**src/hw/rtl/hrlp_pkg.sv**
```systemverilog
// Package with types, constants and codes of the request line parser.
package hrlp_pkg;

	localparam int QUEUE_DEPTH = 2;

	localparam logic [7:0] CH_SPACE   = 8'h20;
	localparam logic [7:0] CH_SLASH   = 8'h2F;
	localparam logic [7:0] CH_PERCENT = 8'h25;
	localparam logic [7:0] CH_TWO     = 8'h32;
	localparam logic [7:0] CH_QMARK   = 8'h3F;

	localparam int METHOD_LEN  = 3;
	localparam int VERSION_LEN = 8;

	localparam logic [7:0] METHOD_TEXT [METHOD_LEN] = '{8'h47, 8'h45, 8'h54};
	localparam logic [7:0] VERSION_TEXT [VERSION_LEN] =
		'{8'h48, 8'h54, 8'h54, 8'h50, 8'h2F, 8'h31, 8'h2E, 8'h31};

	localparam logic [1:0] TOK_METHOD  = 2'd1;
	localparam logic [1:0] TOK_TARGET  = 2'd2;
	localparam logic [1:0] TOK_VERSION = 2'd3;

	localparam logic [3:0] POS_MAX = 4'd15;

	typedef enum logic [1:0] {
		KIND_NONE  = 2'd0,
		KIND_PATH  = 2'd1,
		KIND_QUERY = 2'd2
	} kind_e;

	typedef enum logic [2:0] {
		ST_OK          = 3'd0,
		ST_BAD_REQUEST = 3'd1,
		ST_NOT_ALLOWED = 3'd2,
		ST_NOT_IMPL    = 3'd3,
		ST_VERSION     = 3'd4
	} status_e;

	typedef struct packed {
		logic [7:0]             byte_val;
		logic                   last;
		logic                   is_space;
		logic                   is_slash;
		logic                   is_pct;
		logic                   is_two;
		logic                   is_qmark;
		logic [METHOD_LEN-1:0]  method_hit;
		logic [VERSION_LEN-1:0] version_hit;
	} item_cls_t;

endpackage

```
**src/hw/rtl/hrlp_front.sv**
```systemverilog
// Front end: classifies each incoming byte against the protocol characters.
module hrlp_front (
	input  logic               in_valid,
	input  logic [7:0]         line_byte,
	input  logic               last_byte,
	input  logic               queue_full,
	output logic               in_ready,
	output logic               push,
	output hrlp_pkg::item_cls_t push_item
);
	import hrlp_pkg::*;

	assign in_ready = !queue_full;
	assign push     = in_valid && !queue_full;

	always_comb begin
		push_item          = '0;
		push_item.byte_val = line_byte;
		push_item.last     = last_byte;
		push_item.is_space = (line_byte == CH_SPACE);
		push_item.is_slash = (line_byte == CH_SLASH);
		push_item.is_pct   = (line_byte == CH_PERCENT);
		push_item.is_two   = (line_byte == CH_TWO);
		push_item.is_qmark = (line_byte == CH_QMARK);
		for (int i = 0; i < METHOD_LEN; i++) begin
			push_item.method_hit[i] = (line_byte == METHOD_TEXT[i]);
		end
		for (int i = 0; i < VERSION_LEN; i++) begin
			push_item.version_hit[i] = (line_byte == VERSION_TEXT[i]);
		end
	end

endmodule

```
**src/hw/rtl/hrlp_queue.sv**
```systemverilog
// Short queue of classified items between the front and back ends.
module hrlp_queue #(
	parameter int DEPTH = hrlp_pkg::QUEUE_DEPTH
) (
	input  logic                clk,
	input  logic                arst_n,
	input  logic                push,
	input  hrlp_pkg::item_cls_t push_item,
	input  logic                pop,
	output logic                full,
	output logic                not_empty,
	output hrlp_pkg::item_cls_t head_item
);
	import hrlp_pkg::*;

	localparam int PTR_W = (DEPTH > 1) ? $clog2(DEPTH) : 1;
	localparam int CNT_W = $clog2(DEPTH + 1);

	item_cls_t         entries_q [DEPTH];
	logic [PTR_W-1:0]  wr_ptr_q;
	logic [PTR_W-1:0]  rd_ptr_q;
	logic [CNT_W-1:0]  count_q;

	assign full      = (count_q == CNT_W'(DEPTH));
	assign not_empty = (count_q != '0);
	assign head_item = entries_q[rd_ptr_q];

	always_ff @(posedge clk) begin
		if (push) begin
			entries_q[wr_ptr_q] <= push_item;
		end
	end

	always_ff @(posedge clk or negedge arst_n) begin
		if (!arst_n) begin
			wr_ptr_q <= '0;
			rd_ptr_q <= '0;
			count_q  <= '0;
		end else begin
			if (push) begin
				wr_ptr_q <= (wr_ptr_q == PTR_W'(DEPTH - 1)) ? '0 : wr_ptr_q + PTR_W'(1);
			end
			if (pop) begin
				rd_ptr_q <= (rd_ptr_q == PTR_W'(DEPTH - 1)) ? '0 : rd_ptr_q + PTR_W'(1);
			end
			if (push && !pop) begin
				count_q <= count_q + CNT_W'(1);
			end else if (pop && !push) begin
				count_q <= count_q - CNT_W'(1);
			end
		end
	end

endmodule

```
**src/hw/rtl/hrlp_back.sv**
```systemverilog
// Back end: token tracking, checks, byte streaming and the output register.
module hrlp_back (
	input  logic                clk,
	input  logic                arst_n,
	input  logic                item_avail,
	input  hrlp_pkg::item_cls_t item,
	output logic                pop,
	input  logic                out_ready,
	output logic                out_valid,
	output logic [7:0]          out_byte,
	output logic [1:0]          out_kind,
	output logic                line_done,
	output logic [2:0]          status
);
	import hrlp_pkg::*;

	logic [1:0] tc_q, tc_d;
	logic       ins_q, ins_d;
	logic [3:0] pos_q, pos_d;
	logic       mm_q, mm_d;
	logic       slash_q, slash_d;
	logic [1:0] qp_q, qp_d;
	logic       qf_q, qf_d;
	logic       pq_q, pq_d;
	logic       vm_q, vm_d;
	kind_e      kind_d;
	status_e    status_d;

	logic       out_valid_q;
	logic [7:0] out_byte_q;
	kind_e      out_kind_q;
	logic       line_done_q;
	status_e    status_q;

	assign pop       = item_avail && (!out_valid_q || out_ready);
	assign out_valid = out_valid_q;
	assign out_byte  = out_byte_q;
	assign out_kind  = out_kind_q;
	assign line_done = line_done_q;
	assign status    = status_q;

	always_comb begin
		tc_d     = tc_q;
		ins_d    = ins_q;
		pos_d    = pos_q;
		mm_d     = mm_q;
		slash_d  = slash_q;
		qp_d     = qp_q;
		qf_d     = qf_q;
		pq_d     = pq_q;
		vm_d     = vm_q;
		kind_d   = KIND_NONE;
		status_d = ST_OK;

		if (item.is_space) begin
			if (ins_d) begin
				if (tc_d == TOK_METHOD && pos_d != 4'(METHOD_LEN)) mm_d = 1'b0;
				if (tc_d == TOK_VERSION && pos_d < 4'(VERSION_LEN)) vm_d = 1'b0;
			end
			ins_d = 1'b0;
			pos_d = '0;
		end else begin
			if (!ins_d && tc_d != TOK_VERSION) begin
				tc_d  = tc_d + 2'd1;
				ins_d = 1'b1;
				pos_d = '0;
			end
			if (ins_d) begin
				if (tc_d == TOK_METHOD) begin
					if (pos_d >= 4'(METHOD_LEN) || !item.method_hit[pos_d[1:0]]) mm_d = 1'b0;
				end else if (tc_d == TOK_TARGET) begin
					if (pos_d == '0 && item.is_slash) slash_d = 1'b1;
					if (item.is_pct) begin
						qp_d = 2'd1;
					end else if (item.is_two && qp_d == 2'd1) begin
						qp_d = 2'd2;
					end else if (item.is_two && qp_d == 2'd2) begin
						qf_d = 1'b1;
						qp_d = 2'd0;
					end else begin
						qp_d = 2'd0;
					end
					if (pq_d) begin
						kind_d = KIND_QUERY;
					end else if (item.is_qmark) begin
						pq_d = 1'b1;
					end else begin
						kind_d = KIND_PATH;
					end
				end else begin
					if (pos_d < 4'(VERSION_LEN) && !item.version_hit[pos_d[2:0]]) vm_d = 1'b0;
				end
				if (pos_d != POS_MAX) pos_d = pos_d + 4'd1;
			end
		end

		if (item.last) begin
			if (ins_d) begin
				if (tc_d == TOK_METHOD && pos_d != 4'(METHOD_LEN)) mm_d = 1'b0;
				if (tc_d == TOK_VERSION && pos_d < 4'(VERSION_LEN)) vm_d = 1'b0;
			end
			if (tc_d != TOK_VERSION) status_d = ST_BAD_REQUEST;
			else if (!mm_d)          status_d = ST_NOT_ALLOWED;
			else if (!slash_d)       status_d = ST_NOT_IMPL;
			else if (qf_d)           status_d = ST_BAD_REQUEST;
			else if (!vm_d)          status_d = ST_VERSION;
			else                     status_d = ST_OK;
			tc_d    = '0;
			ins_d   = 1'b0;
			pos_d   = '0;
			mm_d    = 1'b1;
			slash_d = 1'b0;
			qp_d    = '0;
			qf_d    = 1'b0;
			pq_d    = 1'b0;
			vm_d    = 1'b1;
		end
	end

	always_ff @(posedge clk or negedge arst_n) begin
		if (!arst_n) begin
			tc_q        <= '0;
			ins_q       <= 1'b0;
			pos_q       <= '0;
			mm_q        <= 1'b1;
			slash_q     <= 1'b0;
			qp_q        <= '0;
			qf_q        <= 1'b0;
			pq_q        <= 1'b0;
			vm_q        <= 1'b1;
			out_valid_q <= 1'b0;
		end else begin
			if (pop) begin
				tc_q        <= tc_d;
				ins_q       <= ins_d;
				pos_q       <= pos_d;
				mm_q        <= mm_d;
				slash_q     <= slash_d;
				qp_q        <= qp_d;
				qf_q        <= qf_d;
				pq_q        <= pq_d;
				vm_q        <= vm_d;
				out_valid_q <= 1'b1;
			end else if (out_ready) begin
				out_valid_q <= 1'b0;
			end
		end
	end

	always_ff @(posedge clk) begin
		if (pop) begin
			out_byte_q  <= (kind_d != KIND_NONE) ? item.byte_val : 8'd0;
			out_kind_q  <= kind_d;
			line_done_q <= item.last;
			status_q    <= status_d;
		end
	end

endmodule

```
**src/hw/rtl/http_request_line_parser_core.sv**
```systemverilog
// Top level of the request line parser: front end, item queue and back end.
// An accepted byte is written into the queue, then popped into the back end's output register.
// Throughput: one byte per cycle while the output is not stalled, set by the per-byte state update in the back end.
// The queue absorbs up to QueueDepth bytes while the output is stalled.
// Reset is asynchronous and active low; it empties the queue and output register
// and returns the token state to the start of a line.
module http_request_line_parser_core #(
	parameter int QueueDepth = hrlp_pkg::QUEUE_DEPTH
) (
	input  logic       clk,
	input  logic       arst_n,
	input  logic       in_valid,
	output logic       in_ready,
	input  logic [7:0] line_byte,
	input  logic       last_byte,
	output logic       out_valid,
	input  logic       out_ready,
	output logic [7:0] out_byte,
	output logic [1:0] out_kind,
	output logic       line_done,
	output logic [2:0] status
);
	import hrlp_pkg::*;

	logic      push;
	logic      pop;
	logic      queue_full;
	logic      queue_avail;
	item_cls_t push_item;
	item_cls_t head_item;

	hrlp_front u_front (
		.in_valid   (in_valid),
		.line_byte  (line_byte),
		.last_byte  (last_byte),
		.queue_full (queue_full),
		.in_ready   (in_ready),
		.push       (push),
		.push_item  (push_item)
	);

	hrlp_queue #(
		.DEPTH (QueueDepth)
	) u_queue (
		.clk       (clk),
		.arst_n    (arst_n),
		.push      (push),
		.push_item (push_item),
		.pop       (pop),
		.full      (queue_full),
		.not_empty (queue_avail),
		.head_item (head_item)
	);

	hrlp_back u_back (
		.clk        (clk),
		.arst_n     (arst_n),
		.item_avail (queue_avail),
		.item       (head_item),
		.pop        (pop),
		.out_ready  (out_ready),
		.out_valid  (out_valid),
		.out_byte   (out_byte),
		.out_kind   (out_kind),
		.line_done  (line_done),
		.status     (status)
	);

endmodule

```
**config.mk**
```make
export PLATFORM = sky130hd
export DESIGN_NAME = http_request_line_parser_core
export DESIGN_NICKNAME = d
export VERILOG_FILES = /design/src/hw/rtl/hrlp_pkg.sv /design/src/hw/rtl/hrlp_front.sv /design/src/hw/rtl/hrlp_queue.sv /design/src/hw/rtl/hrlp_back.sv /design/src/hw/rtl/http_request_line_parser_core.sv
export SDC_FILE = /design/constraint.sdc
export NUM_CORES = 1
export LEC_CHECK = 0
export ABC_AREA = 0
export BUFFER_PORTS_ARGS = -buffer_cell sky130_fd_sc_hd__buf_4
export CORE_UTILIZATION = 60
export DETAILED_ROUTE_END_ITERATION = 12
export GPL_TIMING_DRIVEN = 1
export HOLD_SLACK_MARGIN = 0.05
export PLACE_DENSITY = 0.8
export SLEW_MARGIN = 40
export SYNTH_ARGS = -nofsm -noshare
export SYNTH_HDL_FRONTEND = slang
export SYNTH_SLANG_ARGS = --single-unit
export TNS_END_PERCENT = 30
```
**constraint.sdc**
```tcl
create_clock -name clk -period 4.25 [get_ports clk]
set_input_delay 0.425 -clock clk [delete_from_list [all_inputs] [get_ports clk]]
set_output_delay 0.425 -clock clk [all_outputs]
set_load 0.02 [all_outputs]
```
==> results of run 1 <==
worst max-delay path, cell delays in order (launching register included):
cell and delay, ns:
dfrtp_1 0.47, ha_1 0.36, o21ai_1 0.42, inv_1 0.14, ha_1 0.29, mux2_2 0.27, o221a_2 0.25, nor3_1 0.18
a22oi_1 0.12, o21ba_2 0.23
layer usage:
layer / track usage (%) / vias up / share of wire [%]
li1: - / 1087 / -
met1: 31.6 / 1098 / 45
met2: 35.1 / 68 / 48
met3: 4.48 / 14 / 4.9
met4: 10.6 / 0 / 1.9
met5: 0 / - / 0
power groups by stage:
| stage | Combinational [W] | Sequential [W] | Clock, W |
|---|---|---|---|
| final | 0.000863 | 0.00118 | 0.000451 |
| after global routing | 0.000941 | 0.00121 | 0.000485 |
| after CTS | 0.000867 | 0.00118 | 0.000456 |
| after detailed placement | 0.000860 | 0.00120 | 0 |
| after global placement | 0.000843 | 0.00118 | 0 |
| after floorplan | 0.000651 | 0.00118 | 0 |
state kept, by name, summed over array words and instances, names as in the netlist:
register / flops
u_queue.rd_ptr_q: 1
u_back.pos_q: 4
u_back.out_byte: 8
u_back.mm_q: 1
u_back.vm_q: 1
u_back.ins_q: 1
u_back.out_valid: 1
u_back.line_done: 1
u_back.tc_q: 2
u_queue.wr_ptr_q: 1
u_back.out_kind: 2
u_back.slash_q: 1
u_back.qf_q: 1
u_queue.count_q: 2
u_back.qp_q: 2
u_back.status: 3
u_back.pq_q: 1
u_queue.entries_q: 42
Yosys cell counts, drive strengths merged, types with 4 or more instances:
| cell type | n |
|---|---|
| mux2i | 11 |
| nand2b | 5 |
| inv | 11 |
| nor2 | 28 |
| mux2 | 10 |
| and3 | 6 |
| a21oi | 7 |
| o21ai | 12 |
| buf | 6 |
| edfxtp | 56 |
| dfrtp | 17 |
| a22o | 4 |
| clkbuf | 5 |
| nor4 | 5 |
| nor3 | 6 |
| ha | 5 |
| nor2b | 6 |
| nand2 | 19 |
| xnor2 | 4 |
final timing paths:
check | start | to | slack, ns | depth (start not counted)
setup / recovery | u_back.tc_q[0] | u_back.status[1] | 1.27 | 9
hold / removal | last_byte | u_queue.entries_q[0][16] | 0.28 | 1
setup reg to reg | u_back.tc_q[0] | u_back.status[1] | 1.27 | 9
hold reg to reg | u_queue.wr_ptr_q | u_queue.wr_ptr_q | 0.50 | 1
max in group asynchronous | arst_n | u_back.mm_q | 3.48 | 2
min in group asynchronous | arst_n | u_back.qp_q[1] | 0.50 | 2
per-stage QoR:
stage / area (sq um) / cells / hold WS, ns
final: 3920 / 381 / 0.276
after global routing: 3920 / 381 / 0.265
after CTS: 3920 / 381 / 0.269
after detailed placement: 3750 / 364 / 0.320
after global placement: 3750 / 364 / 0.314
after floorplan: 3540 / 273 / 0.129
layout make-up:
class	instances	area [sq um]	share of cell area [%]
well taps	72	90.1	2.30
inverters	11	41.3	1.05
clock inverters	3	16.3	0.415
clock buffers	13	139	3.55
multi-input cells	176	1230	31.5
repair buffers	31	235	6.01
flip-flops and latches	75	2160	55.2
cells by family (layout without fill, tap and decap cells):
family	after synthesis	count (layout)
and+or+nand+nor	95	95
xor gates and xnor gates	6	6
adders and majority gates	5	5
DFF	75	75
AOI/OAI and AO/OA	47	47
buffers and inverters	22	58
muxes	23	23
==> run metrics, run 1 <==
run status=finished clean; # rows=27; main combinational cell family by area after synthesis=simple AND/OR/NAND/NOR gates; Post-Synthesis Cells=273; antenna violations before repair=0; worst slack, placed=1.33 ns; Post-Synth XOR/XNOR Area=1.49%; final WL=6410 um; cell area after synthesis=3540 sq um; clk buf depth=2; gpl congestion=0.922; most frequent cells in the layout=edfxtp_1 (56), buf_4 (30), nor2_1 (28); Post-synth EDFFs=56; FMAX=336 MHz; synthesis-to-layout area growth=10.7%; Avg Vias per Cell=5.95; fin crit period=2.98 ns; Setup TNS Final=0 ns; post-synthesis mux area share=7.89%; Simple-Gate Fraction of Synth Area=13.9%; # fillers=385; clk root buf=clkbuf_8; H-tree Lvls=3; Top-Level Pins=29; internal power component=0.00160 W; Die W=78.8 um; CTS tree=built; total global routing overflow=0; Worst Setup Start Kind=flip-flop; DRC Markers=0; Leak=1.54 nW; Tot Pwr=0.00249 W; Synth Area in Compound Gates=9.80%; register clock-pin slew on the reported worst setup and hold paths=0.07 ns; clk_skew=0.00797 ns; synthesized net count=291; Slew @ Worst Pin=0.818 ns; YS warnings=0; P_sw=0.000890 W; required time of the critical path=4.35 ns; final worst slack=1.27 ns; count of input and output buffers=28; CTS resizes=0; first-pass GRT wire length=10500 um; core area=5610 sq um; switching portion of total power=35.7%; final core occ=69.8%; routed vias=2267; ANT cells=0; largest net degree at the start of global routing=25; routed len/inst=16.8 um; Post-synth ARST share=25.3%; GRT Util Overall=22.9%; Slew HR=45.4%; vias in the first global route=2137; CP Max Fanout=10; Skew-Pair Late Insertion Delay=0.34 ns; data arrival time of the worst path=3.08 ns; RSZ-0062 raised after global routing=no; cts bufs inserted=9; Pre-Repair DR Iteration Count=4; post-synthesis sequential area ratio=61.1%; top cells by area, synth=edfxtp_1 (48%), dfrtp_1 (12%), mux2i_1 (3.1%); Initial Util=63.1%; Final nets=322; setup bufs post-CTS=0; crit path kind=reg -> reg; clock sink count=75; antenna-violating nets left=0; Hold Vio Cnt, Final=0; syn_area_per_cell=13.0 sq um; Yosys top cell area share=47.6%; adder-cell share of the synthesized area=1.77%; Flop pwr share=47.3%; PwrDens=637 nW/um^2; Post-DP HPWL=4410 um; final setup fails=0; Critical Path Sink Type=flip-flop; Hold Buf Count CTS=1; 1st-iter DRT viols=262; Hold/Removal Path Class=in -> reg; commonest non-fill, non-tap cell in the layout=edfxtp_1; Clk network pwr share=18.1%; die height=78.8 um; prevailing post-synth register cell=edfxtp_1; Die Area=6200 sq um; #FFs+latches synth=75; Comb power frac=34.6%; Final period util=70.1%; VDD IR max=362 uV; Pins Over Slew Limit=0; area leader, netlist=edfxtp_1; Distinct cells, synth=58; share of cells above drive strength 1=20.1%; Max Cap Viol=0
No activity file was read; power rests on OpenSTA's default activity.
==> run 2, diff against run 1 <==
--- a/config.mk
+++ b/config.mk
@@ -5,13 +5,13 @@
 export SDC_FILE = /design/constraint.sdc
 export NUM_CORES = 1
 export LEC_CHECK = 0
-export ABC_AREA = 0
+export ABC_AREA = 1
 export BUFFER_PORTS_ARGS = -buffer_cell sky130_fd_sc_hd__buf_4
-export CORE_UTILIZATION = 60
+export CORE_UTILIZATION = 53
 export DETAILED_ROUTE_END_ITERATION = 12
 export GPL_TIMING_DRIVEN = 1
 export HOLD_SLACK_MARGIN = 0.05
-export PLACE_DENSITY = 0.8
+export PLACE_DENSITY = 0.75
 export SLEW_MARGIN = 40
 export SYNTH_ARGS = -nofsm -noshare
 export SYNTH_HDL_FRONTEND = slang
==> constraint.sdc (replaced) <==
create_clock -name clk -period 2.48 [get_ports clk]
set_input_delay 0.248 -clock clk [delete_from_list [all_inputs] [get_ports clk]]
set_output_delay 0.248 -clock clk [all_outputs]
set_load 0.02 [all_outputs]
==> run 2 against run 1 <==
  * Sequential cell count stayed put
  * Core utilization is 5.3 points lower
  * Clock power is 130% higher
  * Synthesized cell count is 28% higher
  * Final cell count is 25% higher
  * Global-route usage is 0.17 points higher
  * Sequential share of layout area is 2.5 points lower
  * Synthesized area is 0.88% lower
  * Die area is 12% higher
  * Non-clock buffer count is 8 higher
  * Critical endpoint unchanged
  * Highest routed layer unchanged
==> run metrics, run 2 <==
most frequent cells after synthesis=nand2_1 (85), edfxtp_1 (56), nor2_1 (40); switching portion of total power=37.7%; Final period util=90.9%; worst slack, placed=0.175 ns; Most Frequent Cell on Critical Path=nand2_1; CP Max Fanout=4; Critical-path top delay cell=dfrtp_1; clk_skew=0.0108 ns; worst hold endpoint=u_queue.entries_q[0][16]; Post-DP HPWL=5030 um; most common cell in the netlist=nand2_1; beginning of the worst register-to-register path=u_back.tc_q[0]; Pins Over Slew Limit=0; final setup fails=0; die height=83.3 um; count of input and output buffers=28; final WL=7070 um; data arrival time of the worst path=2.36 ns; Post-Synthesis Cells=350; largest net degree at the start of global routing=25; clk root buf=clkbuf_8; routed vias=2521; top cells by area, synth=edfxtp_1 (48%), dfrtp_1 (12%), nand2_1 (9.1%); Leak=1.71 nW; crit path kind=reg -> reg; Die Area=6940 sq um; # rows=29; Tot Pwr=0.00463 W; Yosys top cell area share=48.0%; cts bufs inserted=9; H-tree Lvls=3; Worst Setup Start Kind=flip-flop; clock sink count=75; Clk network pwr share=22.1%; Post-synth EDFFs=56; run status=finished clean; Top-Level Pins=29; gpl congestion=0.876; #FFs+latches synth=75; post-synthesis sequential area ratio=61.6%; Hold/Removal Path Class=in -> reg; register clock-pin slew on the reported worst setup and hold paths=0.09 ns; fin crit period=2.26 ns; internal power component=0.00289 W; Skew-Pair Late Insertion Delay=0.34 ns; Max Cap Viol=0; GRT Util Overall=23.0%; CTS tree=built; YS warnings=0; syn_area_per_cell=10.0 sq um; Hold Vio Cnt, Final=0; Final nets=413; FMAX=443 MHz; # fillers=517; worst hold slack=0.0891 ns; prevailing post-synth register cell=edfxtp_1; synthesis-to-layout area growth=16.9%; routed len/inst=14.8 um; synthesized net count=368; Largest Register=u_queue.entries_q; required time of the critical path=2.59 ns; antenna violations before repair=0; PwrDens=1130 nW/um^2; Slew HR=68.8%; Slew @ Worst Pin=0.463 ns; antenna-violating nets left=0; hold path start=last_byte; final core occ=64.5%; most frequent cells in the layout=nand2_1 (85), edfxtp_1 (56), nor2_1 (40); Distinct cells, synth=34; Comb power frac=37.2%; share of cells above drive strength 1=22.0%; Critical Path Sink Type=flip-flop; first-pass GRT wire length=12400 um; vias in the first global route=2656; DRC Markers=0; R2R depth=16; ANT cells=0; Avg Vias per Cell=5.29; Flop pwr share=40.7%; Pre-Repair DR Iteration Count=5; hold path depth=1; R2R Path End=u_back.status[1]; Post-synth ARST share=25.3%; R2R setup slack=0.22 ns; Cell Chain, Critical Path=ha_2, nor2_4, nor2_1, ha_1, nand2_1, inv_1, nand3_2, nand2_1, inv_1, nand2_1, nand2_1, nand3_1, nand2_1, nand2_1, o21bai_1, inv_1; final worst slack=0.225 ns; core area=6350 sq um; P_sw=0.00175 W; Die W=83.3 um; Worst path max stage delay=0.41 ns; commonest non-fill, non-tap cell in the layout=nand2_1; VDD IR max=691 uV; clk buf depth=2; area leader, netlist=edfxtp_1; Largest register FFs=42; cell area after synthesis=3500 sq um; Initial Util=55.2%; total global routing overflow=0; 1st-iter DRT viols=199
==> run 2: changes by cell type after synthesis, sizes merged, moves of 10 or more <==
cell | previous run | this run
mux2 | 10 | 0
nor2 | 28 | 48
nand2 | 19 | 89
mux2i | 11 | 0
a21oi | 7 | 19
inv | 11 | 43
nand3 | 3 | 23
==> run 2: final cells by class <==
class                   instances  area, sq um  share of cell area [%]
repair buffers                 39          295                    7.21
multi-input cells             227         1170                    28.5
inverters                      43          161                    3.94
clock inverters                 7         90.1                    2.20
clock buffers                   9          124                    3.02
flip-flops and latches         75         2160                    52.7
well taps                      77         96.3                    2.35
==> run 2: per-stage QoR <==
stage          setup TNS, ns  cell area (sq um)  std cells
2_1_floorplan              0               3500        350
5_1_grt              -0.0130               4100        477
6_report                   0               4100        477
4_1_cts                    0               4080        476
3_3_place_gp               0               3860        459
3_5_place_dp               0               3860        459
==> run 2: worst max-delay path by stage <==
stage | start | to | slack, ns
CTS | u_back.tc_q[0] | u_back.status[1] | 0.15
finish | u_back.tc_q[0] | u_back.status[1] | 0.22
detailed placement | u_back.tc_q[0] | u_back.status[1] | 0.18
global placement | u_back.tc_q[0] | u_back.status[1] | 0.22
global route | u_back.tc_q[0] | u_back.status[1] | -0.01
floorplan | u_back.tc_q[0] | u_back.status[1] | 0.27
==> run 2: critical path: cells and delay by family, from the launching register on <==
kind                       cells  cell delay, ns
DFF                            1            0.41
and+or+nand+nor               10            0.90
adders and majority gates      2            0.43
buffers and inverters          3            0.16
AOI/OAI and AO/OA              1            0.13
==> run 2: layer usage <==
layer	GRT usage, %	vias up	wire length, um
li1	-	1264	-
met1	29.6	1160	3140
met2	36.4	72	3310
met3	4.17	25	352
met4	14.1	0	258
met5	0	-	0
==> run 2: power groups by stage <==
stage	registers, W	clock network, W	logic [W]
3_3_place_gp	0.00190	0	0.00168
2_1_floorplan	0.00202	0	0.00103
3_5_place_dp	0.00191	0	0.00171
6_report	0.00188	0.00103	0.00172
5_1_grt	0.00192	0.00109	0.00192
4_1_cts	0.00189	0.00104	0.00172
==> run 2: cells by family after synthesis <==
kind of cell    after synthesis  share of synthesized area (%)
simple gates                172                           21.6
flops                        75                           61.6
buf+inv                      48                           5.36
compound gates               46                           8.43
fa+ha+maj                     5                           1.79
xor+xnor                      4                           1.21
==> run 2: what timing repair did <==
item | 4_1_cts | 5_1_grt
endpoints found under the hold margin | 19 | 0
hold buffers | 1 | 0
resized for setup | 0 | 2
endpoints found under the setup margin | 0 | 2
buffers inserted | 0 | 1
==> run 3, diff against run 2 <==
--- a/config.mk
+++ b/config.mk
@@ -7,6 +7,7 @@
 export LEC_CHECK = 0
 export ABC_AREA = 1
 export BUFFER_PORTS_ARGS = -buffer_cell sky130_fd_sc_hd__buf_4
+export CORE_ASPECT_RATIO = 0.5
 export CORE_UTILIZATION = 53
 export DETAILED_ROUTE_END_ITERATION = 12
 export GPL_TIMING_DRIVEN = 1
==> run 3 against run 2 <==
  * Wire length is 2.7% higher
  * Clock-buffer cell count stayed put
  * First-iteration DRC count is 18% lower
  * Design area is 2.8% higher
  * Non-clock buffer count is 2 lower
  * Largest cell class unchanged
==> run metrics, run 3 (same netlist as run 2, synthesis figures left out) <==
clk buf depth=2; core area=6230 sq um; # rows=20; required time of the critical path=2.57 ns; VDD IR max=640 uV; Critical Path Sink Type=flip-flop; Hold/Removal Path Class=in -> reg; final WL=7260 um; routed len/inst=14.9 um; Initial Util=56.2%; R2R Path End=u_back.status[1]; # fillers=463; Hold Vio Cnt, Final=0; Skew-Pair Late Insertion Delay=0.34 ns; Avg Vias per Cell=5.33; Final period util=93.8%; Die Area=6960 sq um; Pre-Repair DR Iteration Count=4; clk_skew=0.00898 ns; largest net degree at the start of global routing=25; clock sink count=75; cts bufs inserted=9; final setup fails=0; Largest register FFs=42; hold path start=last_byte; Die W=117 um; Final nets=411; Pins Over Slew Limit=0; CP Max Fanout=4; R2R depth=16; CTS tree=built; commonest non-fill, non-tap cell in the layout=nand2_1; H-tree Lvls=3; crit path kind=reg -> reg; Max Cap Viol=0; gpl congestion=0.959; register clock-pin slew on the reported worst setup and hold paths=0.06 ns; synthesis-to-layout area growth=20.1%; Largest Register=u_queue.entries_q; count of input and output buffers=28; DP Area=3860 sq um; Slew HR=68.8%; 1st-iter DRT viols=163; FMAX=430 MHz; beginning of the worst register-to-register path=u_back.tc_q[0]; worst slack, placed=0.0113 ns; Top-Level Pins=29; total global routing overflow=0; hold path depth=1; first-pass GRT wire length=12000 um; share of cells above drive strength 1=23.9%; data arrival time of the worst path=2.42 ns; antenna violations before repair=0; most frequent cells in the layout=nand2_1 (83), edfxtp_1 (56), inv_1 (38); vias in the first global route=2557; ANT cells=0; die height=59.5 um; final worst slack=0.153 ns; Slew @ Worst Pin=0.463 ns; R2R setup slack=0.15 ns; Post-DP HPWL=5030 um; antenna-violating nets left=0; PwrDens=1170 nW/um^2; Worst Setup Start Kind=flip-flop; DRC Markers=0; clk root buf=clkbuf_16; worst hold endpoint=u_queue.entries_q[0][16]; routed vias=2589; GRT Util Overall=24.1%; fin crit period=2.33 ns; Leak=1.73 nW; run status=finished clean; design area=4210 sq um
run 3: layout make-up:
class	instances	area [sq um]	area share, %
clock inverter	7	73.8	1.75
clock buffer	9	225	5.35
multi-input combinational	227	1200	28.5
timing repair buffer	37	280	6.66
tap	88	110	2.62
sequential	75	2160	51.3
inverter	43	161	3.83
run 3: per-stage QoR:
step / TNS, ns / hold WS [ns] / power (W) / instances / util (%)
CTS: 0 / 0.0858 / 0.00492 / 485 / 66.9
floorplan: 0 / -0.0476 / 0.00305 / 350 / -
global route: -0.00762 / 0.0827 / 0.00522 / 486 / 67.6
detailed placement: 0 / 0.141 / 0.00362 / 468 / 61.9
global placement: 0 / 0.138 / 0.00355 / 468 / 61.9
finish: 0 / 0.0928 / 0.00495 / 486 / 67.6
run 3: routing by layer:
layer / wire, um / global-route usage [%] / up-vias
li1: - / - / 1264
met1: 3170 / 31.0 / 1224
met2: 3500 / 38.4 / 87
met3: 481 / 7.36 / 14
met4: 103 / 10.7 / 0
met5: 0 / 0 / -
run 3: timing repair:
action / CTS / global route
resized for setup: 1 / 9
setup buffers: 0 / 1
setup endpoints to repair: 1 / 3
endpoints found under the hold margin: 19 / 0
pin swaps: 1 / 2
hold buffers: 1 / 0
cloned: 0 / 0
run 3: critical path: stages, from the launching register on:
cell and delay, ns:
dfrtp_2 0.45, ha_4 0.19, nor2_4 0.17, nor2_2 0.07, ha_2 0.21, nand2_1 0.09, inv_1 0.05, nand3_2 0.10
nand2_1 0.08, nand2_1 0.07, nand2_1 0.07, nor2_1 0.10, nand3_1 0.10, nand2_2 0.08, nand2_2 0.06, o21bai_1 0.14
inv_1 0.04
run 3: power breakdown:
group | total (W) | switching (W) | internal (W)
logic | 0.00178 | 0.00120 | 0.000574
registers | 0.00188 | 0.000125 | 0.00175
clock network | 0.00129 | 0.000509 | 0.000783
run 3: worst max path at each step:
stage / end / slack, ns / start
after CTS: u_back.status[1] / 0.02 / u_back.tc_q[0]
after global placement: u_back.status[1] / 0.21 / u_back.tc_q[0]
after floorplan: u_back.status[1] / 0.27 / u_back.tc_q[0]
final: u_back.status[1] / 0.15 / u_back.tc_q[0]
after global routing: u_back.status[1] / -0.008 / u_back.tc_q[0]
after detailed placement: u_back.status[1] / 0.01 / u_back.tc_q[0]
